--- src/hw/rtl/crc16_frame_append_check_assert.svh ---
// ---------------------------------------------------------------------------
// CRC-16 frame append/check assertion macros
// Assertion wrappers shared by the core and queue RTL files of the block.
// ---------------------------------------------------------------------------
`ifndef CRC16_FRAME_APPEND_CHECK_ASSERT_SVH
`define CRC16_FRAME_APPEND_CHECK_ASSERT_SVH

`ifndef ASSERT_OFF
// Generic form: explicit clock and active-low reset.
`define CRCFA_ASSERT_CLK(lbl, clk, rstn, prop, msg) \
    lbl: assert property (@(posedge clk) disable iff (!rstn) prop) else $error(msg);
// Short form on the block's own clock and reset.
`define CRCFA_ASSERT(lbl, prop, msg) \
    `CRCFA_ASSERT_CLK(lbl, i_clk, i_rst_n, prop, msg)
`else
`define CRCFA_ASSERT_CLK(lbl, clk, rstn, prop, msg)
`define CRCFA_ASSERT(lbl, prop, msg)
`endif

`endif

--- src/hw/rtl/crcfa_pkg.sv ---
// ---------------------------------------------------------------------------
// CRC-16 frame append/check package
// Shared constants, result types and the CRC byte update function.
// ---------------------------------------------------------------------------
package crcfa_pkg;

    localparam logic [15:0] CrcInit   = 16'hFFFF;
    localparam logic [15:0] CrcPoly   = 16'h8005;
    localparam logic [15:0] CrcTopBit = 16'h8000;

    // Most results one byte can cause (append mode, frame end).
    localparam int MaxResults = 3;
    // Result queue depth and the fill level up to which a byte is taken.
    localparam int QueueDepth = 8;
    localparam int QueuePtrW  = $clog2(QueueDepth);
    localparam int QueueCntW  = $clog2(QueueDepth + 1);
    localparam int FillLimit  = QueueDepth - MaxResults;

    typedef struct packed {
        logic [7:0] out_byte;
        logic       is_status;
        logic       crc_ok;
        logic       run_last;
    } t_result;

    // Results produced by one accepted byte, oldest in entry 0.
    typedef struct packed {
        logic [1:0]                     count;
        t_result [MaxResults-1:0]       res;
    } t_push;

    // One byte through the CRC, MSB first.
    function automatic logic [15:0] crc_feed(input logic [15:0] crc, input logic [7:0] b);
        logic [15:0] c;
        c = crc ^ {b, 8'h00};
        for (int k = 0; k < 8; k++) begin
            if ((c & CrcTopBit) != 16'h0000) begin
                c = {c[14:0], 1'b0} ^ CrcPoly;
            end else begin
                c = {c[14:0], 1'b0};
            end
        end
        return c;
    endfunction

    function automatic t_result mk_result(input logic [7:0] b, input logic status,
                                          input logic ok, input logic last);
        t_result r;
        r.out_byte  = b;
        r.is_status = status;
        r.crc_ok    = ok;
        r.run_last  = last;
        return r;
    endfunction

endpackage

--- src/hw/rtl/crcfa_core.sv ---
// ---------------------------------------------------------------------------
// CRC-16 frame append/check core
// Holds back the last two bytes, runs the CRC and forms the results of a byte.
// ---------------------------------------------------------------------------
`include "crc16_frame_append_check_assert.svh"

module crcfa_core (
    input  logic                i_clk,
    input  logic                i_rst_n,
    input  logic                i_cfg_we,
    input  logic                i_cfg_data,
    input  logic                i_accept,
    input  logic [7:0]          i_data_byte,
    input  logic                i_frame_end,
    output crcfa_pkg::t_push    o_push
);

    logic [15:0] r_crc, n_crc;
    logic [1:0]  r_cnt, n_cnt;
    logic [7:0]  r_h0, n_h0;
    logic [7:0]  r_h1, n_h1;
    logic        r_check_mode;
    logic [15:0] crc_next;
    logic        crc_match;
    crcfa_pkg::t_push push;

    assign crc_next  = crcfa_pkg::crc_feed(r_crc, r_h0);
    assign crc_match = (r_h1 == crc_next[15:8]) && (i_data_byte == crc_next[7:0]);

    always_comb begin
        n_crc = r_crc;
        n_cnt = r_cnt;
        n_h0  = r_h0;
        n_h1  = r_h1;
        push  = '0;
        if (i_accept) begin
            if (r_cnt == 2'd2) begin
                n_crc = crc_next;
                n_h0  = r_h1;
                n_h1  = i_data_byte;
                if (r_check_mode) begin
                    if (i_frame_end) begin
                        push.res[0] = crcfa_pkg::mk_result(8'h00, 1'b1, crc_match, 1'b1);
                        push.count  = 2'd1;
                    end
                end else begin
                    push.res[0] = crcfa_pkg::mk_result(r_h0, 1'b0, 1'b0, 1'b0);
                    push.count  = 2'd1;
                    if (i_frame_end) begin
                        push.res[1] = crcfa_pkg::mk_result(crc_next[15:8], 1'b0, 1'b0, 1'b0);
                        push.res[2] = crcfa_pkg::mk_result(crc_next[7:0], 1'b0, 1'b0, 1'b1);
                        push.count  = 2'd3;
                    end
                end
            end else begin
                if (r_cnt[0]) begin
                    n_h1 = i_data_byte;
                end else begin
                    n_h0 = i_data_byte;
                end
                n_cnt = r_cnt + 2'd1;
                if (i_frame_end) begin
                    // Short frame: passes unchanged, or fails the check.
                    if (r_check_mode) begin
                        push.res[0] = crcfa_pkg::mk_result(8'h00, 1'b1, 1'b0, 1'b1);
                        push.count  = 2'd1;
                    end else if (r_cnt == 2'd0) begin
                        push.res[0] = crcfa_pkg::mk_result(i_data_byte, 1'b0, 1'b0, 1'b1);
                        push.count  = 2'd1;
                    end else begin
                        push.res[0] = crcfa_pkg::mk_result(r_h0, 1'b0, 1'b0, 1'b0);
                        push.res[1] = crcfa_pkg::mk_result(i_data_byte, 1'b0, 1'b0, 1'b1);
                        push.count  = 2'd2;
                    end
                end
            end
            if (i_frame_end) begin
                n_crc = crcfa_pkg::CrcInit;
                n_cnt = 2'd0;
            end
        end
    end

    assign o_push = push;

    always_ff @(posedge i_clk) begin
        if (!i_rst_n) begin
            r_crc        <= crcfa_pkg::CrcInit;
            r_cnt        <= 2'd0;
            r_check_mode <= 1'b0;
        end else begin
            r_crc <= n_crc;
            r_cnt <= n_cnt;
            if (i_cfg_we) begin
                r_check_mode <= i_cfg_data;
            end
        end
    end

    always_ff @(posedge i_clk) begin
        r_h0 <= n_h0;
        r_h1 <= n_h1;
    end

    `CRCFA_ASSERT(a_cnt_range, r_cnt != 2'd3, "held byte count out of range")
    `CRCFA_ASSERT(a_frame_restart, i_accept && i_frame_end |=> r_cnt == 2'd0 && r_crc == crcfa_pkg::CrcInit, "frame end did not restart the CRC")
    `CRCFA_ASSERT(a_check_quiet, i_accept && !i_frame_end && r_check_mode |-> push.count == 2'd0, "check mode produced a result mid-frame")

endmodule

--- src/hw/rtl/crcfa_queue.sv ---
// ---------------------------------------------------------------------------
// CRC-16 frame append/check result queue
// Takes up to three results a cycle and hands them out one a cycle while the reader pops.
// ---------------------------------------------------------------------------
`include "crc16_frame_append_check_assert.svh"

module crcfa_queue (
    input  logic                                    i_clk,
    input  logic                                    i_rst_n,
    input  crcfa_pkg::t_push                        i_push,
    input  logic                                    i_pop,
    output logic                                    o_valid,
    output logic                                    o_room,
    output crcfa_pkg::t_result                      o_result
);

    crcfa_pkg::t_result r_mem [crcfa_pkg::QueueDepth];
    logic [crcfa_pkg::QueuePtrW-1:0] r_wr_ptr, n_wr_ptr;
    logic [crcfa_pkg::QueuePtrW-1:0] r_rd_ptr, n_rd_ptr;
    logic [crcfa_pkg::QueueCntW-1:0] r_count, n_count;
    logic                            pop;

    assign pop      = i_pop && (r_count != '0);
    assign n_wr_ptr = r_wr_ptr + crcfa_pkg::QueuePtrW'(i_push.count);
    assign n_rd_ptr = r_rd_ptr + crcfa_pkg::QueuePtrW'(pop);
    assign n_count  = r_count + crcfa_pkg::QueueCntW'(i_push.count)
                              - crcfa_pkg::QueueCntW'(pop);

    always_ff @(posedge i_clk) begin
        for (int j = 0; j < crcfa_pkg::QueueDepth; j++) begin
            logic [crcfa_pkg::QueuePtrW-1:0] off;
            off = crcfa_pkg::QueuePtrW'(j) - r_wr_ptr;
            if (off < crcfa_pkg::QueuePtrW'(i_push.count)) begin
                r_mem[j] <= i_push.res[off[1:0]];
            end
        end
    end

    always_ff @(posedge i_clk) begin
        if (!i_rst_n) begin
            r_wr_ptr <= '0;
            r_rd_ptr <= '0;
            r_count  <= '0;
        end else begin
            r_wr_ptr <= n_wr_ptr;
            r_rd_ptr <= n_rd_ptr;
            r_count  <= n_count;
        end
    end

    assign o_valid  = (r_count != '0);
    assign o_room   = (r_count <= crcfa_pkg::QueueCntW'(crcfa_pkg::FillLimit));
    assign o_result = r_mem[r_rd_ptr];

    `CRCFA_ASSERT(a_no_overflow, (i_push.count != 2'd0) |-> o_room, "results pushed without room")
    `CRCFA_ASSERT(a_count_track, $past(i_rst_n) && !$past(pop) && $past(i_push.count) == 2'd0 |-> $stable(r_count), "queue count moved without a push or pop")

endmodule

--- src/hw/rtl/crc16_frame_append_check.sv ---
// ---------------------------------------------------------------------------
// CRC-16 frame append/check
// Streams frames byte by byte; appends or verifies a CRC-16/CMS trailer.
// ---------------------------------------------------------------------------
//
//  Channel | Direction | Request moves                      | Handshake
//  --------+-----------+------------------------------------+----------------------------
//  s_axis  | in        | one frame byte, tlast on last byte | s_axis_tvalid/s_axis_tready
//  m_axis  | out       | one byte or one check verdict      | m_axis_tvalid/m_axis_tready
//  cfg     | in        | check_mode register write          | i_cfg_valid/o_cfg_ready
//
// One input byte is taken per cycle while the queue has room. The CRC byte
// update, the hold-back of the last two bytes and the forming of the results
// sit between the input handshake and an eight-entry result queue. A frame
// end in append mode gives up to three results, which the queue drains one per
// cycle while m_axis_tready is high and new bytes keep coming in; the input
// stalls only when more than five results are waiting, i.e. the output stalls.
// Reset (synchronous, active low) empties the queue, restarts the CRC at 0xFFFF
// and sets append mode. Configuration writes are always taken.
// ---------------------------------------------------------------------------
module crc16_frame_append_check (
    input  logic        i_clk,
    input  logic        i_rst_n,
    // Configuration: bit 0 is check_mode (0 append, 1 check).
    input  logic        i_cfg_valid,
    output logic        o_cfg_ready,
    input  logic        i_cfg_data,
    // Byte input.
    input  logic        s_axis_tvalid,
    output logic        s_axis_tready,
    input  logic [7:0]  s_axis_tdata,   // [7:0] data_byte
    input  logic        s_axis_tlast,   // frame_end
    // Result output.
    output logic        m_axis_tvalid,
    input  logic        m_axis_tready,
    output logic [7:0]  m_axis_tdata,   // [7:0] out_byte
    output logic [1:0]  m_axis_tuser,   // [0] is_status, [1] crc_ok
    output logic        m_axis_tlast    // run_last
);

    logic               in_accept;
    logic               room;
    crcfa_pkg::t_push   push;
    crcfa_pkg::t_result head;

    // The queue always keeps room for the largest burst one byte can cause,
    // so the ready does not depend on the byte or the mode.
    assign s_axis_tready = room;
    assign in_accept     = s_axis_tvalid && room;
    assign o_cfg_ready   = 1'b1;

    crcfa_core u_core (
        .i_clk       (i_clk),
        .i_rst_n     (i_rst_n),
        .i_cfg_we    (i_cfg_valid),
        .i_cfg_data  (i_cfg_data),
        .i_accept    (in_accept),
        .i_data_byte (s_axis_tdata),
        .i_frame_end (s_axis_tlast),
        .o_push      (push)
    );

    crcfa_queue u_queue (
        .i_clk    (i_clk),
        .i_rst_n  (i_rst_n),
        .i_push   (push),
        .i_pop    (m_axis_tready),
        .o_valid  (m_axis_tvalid),
        .o_room   (room),
        .o_result (head)
    );

    assign m_axis_tdata = head.out_byte;
    assign m_axis_tuser = {head.crc_ok, head.is_status};
    assign m_axis_tlast = head.run_last;

endmodule

--- config.mk ---
export PLATFORM = sky130hd
export DESIGN_NAME = crc16_frame_append_check
export DESIGN_NICKNAME = d
export VERILOG_FILES = /design/src/hw/rtl/crcfa_pkg.sv /design/src/hw/rtl/crcfa_core.sv /design/src/hw/rtl/crcfa_queue.sv /design/src/hw/rtl/crc16_frame_append_check.sv
export VERILOG_INCLUDE_DIRS = /design/src /design/src/hw/rtl
export SDC_FILE = /design/constraint.sdc
export NUM_CORES = 1
export LEC_CHECK = 0
export BUFFER_PORTS_ARGS = -buffer_cell sky130_fd_sc_hd__buf_2
export CAP_MARGIN = 25
export CELL_PAD_IN_SITES_DETAIL_PLACEMENT = 0
export CELL_PAD_IN_SITES_GLOBAL_PLACEMENT = 2
export CORE_UTILIZATION = 45
export CTS_BUF_LIST = sky130_fd_sc_hd__clkbuf_8
export DETAILED_ROUTE_END_ITERATION = 10
export PLACE_DENSITY_LB_ADDON = 0.05
export SLEW_MARGIN = 0
export SYNTH_ARGS = -nofsm -noshare
export SYNTH_HDL_FRONTEND = slang
export SYNTH_HIERARCHICAL = 1
export SYNTH_SLANG_ARGS = --single-unit
--- constraint.sdc ---
create_clock -name i_clk -period 4.61 [get_ports i_clk]
set_input_delay 0.461 -clock i_clk [delete_from_list [all_inputs] [get_ports i_clk]]
set_output_delay 0.461 -clock i_clk [all_outputs]
set_load 0.01 [all_outputs]
==> results by group <==
Status
  • Status: completed

Logic synthesis
  • Syn. warnings: 6
  • Compound-Gate Fraction of Synth Area: 8.247%
  • Post-synthesis xor/xnor area fraction: 6.752%
  • Sequential share of the synthesized area: 52.05%
  • Syn Inst Count: 554
  • Largest family of logic cells by synthesized area: multiplexers
  • Area share of and/or/nand/nor cells after synthesis: 9.355%
  • Register bit count reported by yosys: 133
  • Post-synthesis area per instance: 12.84 µm²
  • Adder-Cell Fraction of Synth Area: 3.552%
  • Post-synthesis mux area share: 16.53%
  • Synth Cell Area: 7116 µm²
  • Cell variety after synth: 48

Global route
  • Tot GR Track Use: 20.23%
  • Vias in the first global route: 4252
  • First-pass GRT wire length: 24210 µm
  • Largest net degree at the start of global routing: 41
  • Initial antenna violation count: 0
  • Total gr overflow: 0

Power and ir drop
  • NetSw: 1.271 mW
  • PnR Total Power: 3.991 mW
  • Max rail drop VDD: 0.2067 mV
  • Int Pwr: 2.720 mW
  • Clock share of power: 27.4%
  • Power Dens Cells: 502.2 nW/µm²
  • Sw frac: 31.85%
  • Leak: 2.750 nW
  • Flop pwr share: 39.7%
  • Logic pwr share: 32.9%

Place
  • Post-DP HPWL: 11330 µm
  • Placer's final routability congestion estimate: 0.7662
  • Placement Setup Slack: 0.7246 ns
  • Post-place instance area: 7498 µm²
  • Port bufs: 27

Floorplan
  • Site Rows: 45
  • # IOs: 29
  • Die H: 127.7 µm
  • Core area: 15310 µm²
  • Die width: 127.7 µm
  • Total die area: 16320 µm²
  • Initial Util: 46.46%

Layout
  • Nets: 619
  • Area Growth Syn to Fin: 11.68%
  • Diodes inserted: 0
  • Final Util: 51.89%
  • Layout cells sized above 1: 20.74%
  • Finished Cell Area: 7946 µm²
  • Fill cell count: 1384

Clock network
  • Clock tree buffer depth: 2
  • Worst-path clk slew: 0.07 ns
  • Post-CTS Resized: 0
  • Worst skew pair latency: 0.44 ns
  • CTS tree: built
  • # hold bufs at CTS: 0
  • Cts bufs inserted: 17
  • Post-CTS setup buffers: 0
  • Root Buffer: clkbuf_8
  • H-Tree Depth: 4
  • Clock sinks: 133

Timing
  • Tmin final: 3.891 ns
  • Final worst-path cycle share: 84.40%
  • RSZ-0062 raised after global routing: false
  • Slew Limit Fails: 0
  • Setup_tns: 0 ns
  • Final hold violation count: 0
  • Relative max-transition margin: 46.97%
  • Final worst slack: 0.7193 ns
  • Final Skew: 0.01025 ns
  • Worst-margin pin slew: 0.7925 ns
  • FMAX: 0.2570 GHz
  • Setup-failing EPs final: 0

Worst setup path
  • Cell repeated most along the worst path: inv_1
  • CP Data Arrival Time: 3.96 ns
  • Worst path max stage delay: 0.53 ns
  • CP max-delay cell: and2_1
  • Crit Path Max Fanout: 18
  • Critical path's top delay family: simple AND/OR/NAND/NOR gates
  • CP required: 4.68 ns
  • Crit path launch type: flop
  • CP Class: flop to flop
  • Crit path cell chain: inv_1, ha_1, a22oi_1, and2_1, nand2_1, or2_2, inv_1, or2_2, inv_1, ha_1, a21oi_1, and2_1
  • Critical Path End Type: flop
  • Buf+Inv Stages, Crit Path: 3

Drt
  • Antenna viol nets, final: 0
  • Iter 0 DRT Violations: 172
  • DR vias/cell: 5.337
  • TritonRoute pass-1 iters: 4
  • WL per Instance: 19.05 µm
  • Vias: 4318
  • # DRC: 0
  • WL final: 15410 µm

Hold path
  • Hold WC Path Type: input pin to flop

Flow run
  • Max Cap Violations: 0
-- cell type report --
| class | instances | area, µm² | share of cell area, % |
|---|---|---|---|
| sequential | 133 | 3704 | 46.61 |
| multi-input combinational | 370 | 3181 | 40.03 |
| timing repair buffer | 43 | 275.3 | 3.464 |
| tap | 211 | 264.0 | 3.322 |
| clock buffer | 17 | 234.0 | 2.944 |
| clock inverter | 15 | 214.0 | 2.692 |
| inverter | 20 | 75.07 | 0.9447 |
-- flip-flops by register name, indices dropped and copies added (netlist names) --
name / flops
u_queue/r_rd_ptr: 3
u_core/r_crc: 16
u_core/r_h0: 8
u_queue/r_count: 4
u_core/r_cnt: 2
u_queue/r_wr_ptr: 3
u_queue/r_mem: 88
u_core/r_h1: 8
u_core/r_check_mode: 1
-- final timing paths --
| check | from | to | slack, ns | cells past startpoint |
|---|---|---|---|---|
| max | u_queue/r_count[3] | u_queue/r_mem[2][0] | 0.72 | 12 |
| min | s_axis_tdata[2] | u_core/r_h1[2] | 0.29 | 1 |
| max reg2reg | u_queue/r_count[3] | u_queue/r_mem[2][0] | 0.72 | 12 |
| min reg2reg | u_core/r_crc[7] | u_core/r_crc[7] | 0.50 | 2 |
-- cell families after synthesis --
kind of cell	count (synthesis)
flops	133
simple gates	133
compound gates	92
xor+xnor	43
buf+inv	54
other cells	2
mux	78
fa+ha+maj	19
-- per-stage QoR --
step,instances,hold WS (ns)
after floorplan,557,0.4666
after global placement,776,0.4909
after detailed placement,777,0.4846
after CTS,809,0.2641
after global routing,809,0.2691
final,809,0.2877
-- power by group through the flow --
stage	registers [mW]	logic [mW]	clock network [mW]
4_1_cts	1.59	1.33	1.12
2_1_floorplan	1.58	0.969	0
6_report	1.58	1.31	1.09
3_3_place_gp	1.61	1.30	0
5_1_grt	1.60	1.44	1.16
3_5_place_dp	1.61	1.32	0
-- cell usage after synthesis, drive strengths merged --
library cell,n,area [µm²]
nor2,27,101.4
mux4,22,578.1
xnor3,2,46.29
mux2i,26,260.3
or4,1,7.510
a21o,2,15.01
nand4,2,12.51
xor2,13,113.9
a32oi,1,8.760
nor4,2,25.02
nor3b,1,7.510
a21boi,2,15.01
a21oi,16,80.08
buf,14,92.59
o22ai,11,68.82
and2,13,83.83
o2bb2ai,10,87.58
o21ai,30,150.1
mux2,30,337.8
ha,17,212.7
a31o,1,8.760
conb,2,7.510
a22oi,9,67.56
nor2b,18,112.6
a22o,8,70.07
nand2,48,180.2
a211oi,2,15.01
edfxtp,104,3123
xnor2,28,320.3
or2,4,25.02
clkbuf,20,75.07
fa,2,40.04
inv,19,71.32
or3b,1,8.760
and3,3,18.77
clkinv,1,3.750
dfxtp,29,580.6
and4,1,8.760
nor3,6,30.03
nor4b,1,15.01
nand2b,3,18.77
nand3,2,10.01
-- metal layers --
metal / share of wire, % / up-vias / global-route usage (%)
met5: 0 / - / 0
met4: 1.2 / 0 / 6.021
met3: 2.5 / 15 / 3.506
met2: 46 / 67 / 32.16
met1: 50 / 2119 / 28.45
li1: - / 2117 / -
-- cells in the final DEF, fill, tap and decap left out, drive strengths merged, types with 3 or more instances in the layout --
cell type,instances
nor2,27
mux4,22
o2bb2ai,10
dfxtp,29
ha,17
inv,23
nor2b,18
mux2,30
clkbuf,17
nand2b,3
o21ai,30
conb,5
o22ai,11
clkinv,6
xor2,13
a22oi,9
buf,43
a21oi,16
mux2i,26
edfxtp,104
nor3,6
a22o,8
and3,3
xnor2,28
bufinv,5
nand2,48
or2,4
and2,13
(Power assumes the default switching activity.)
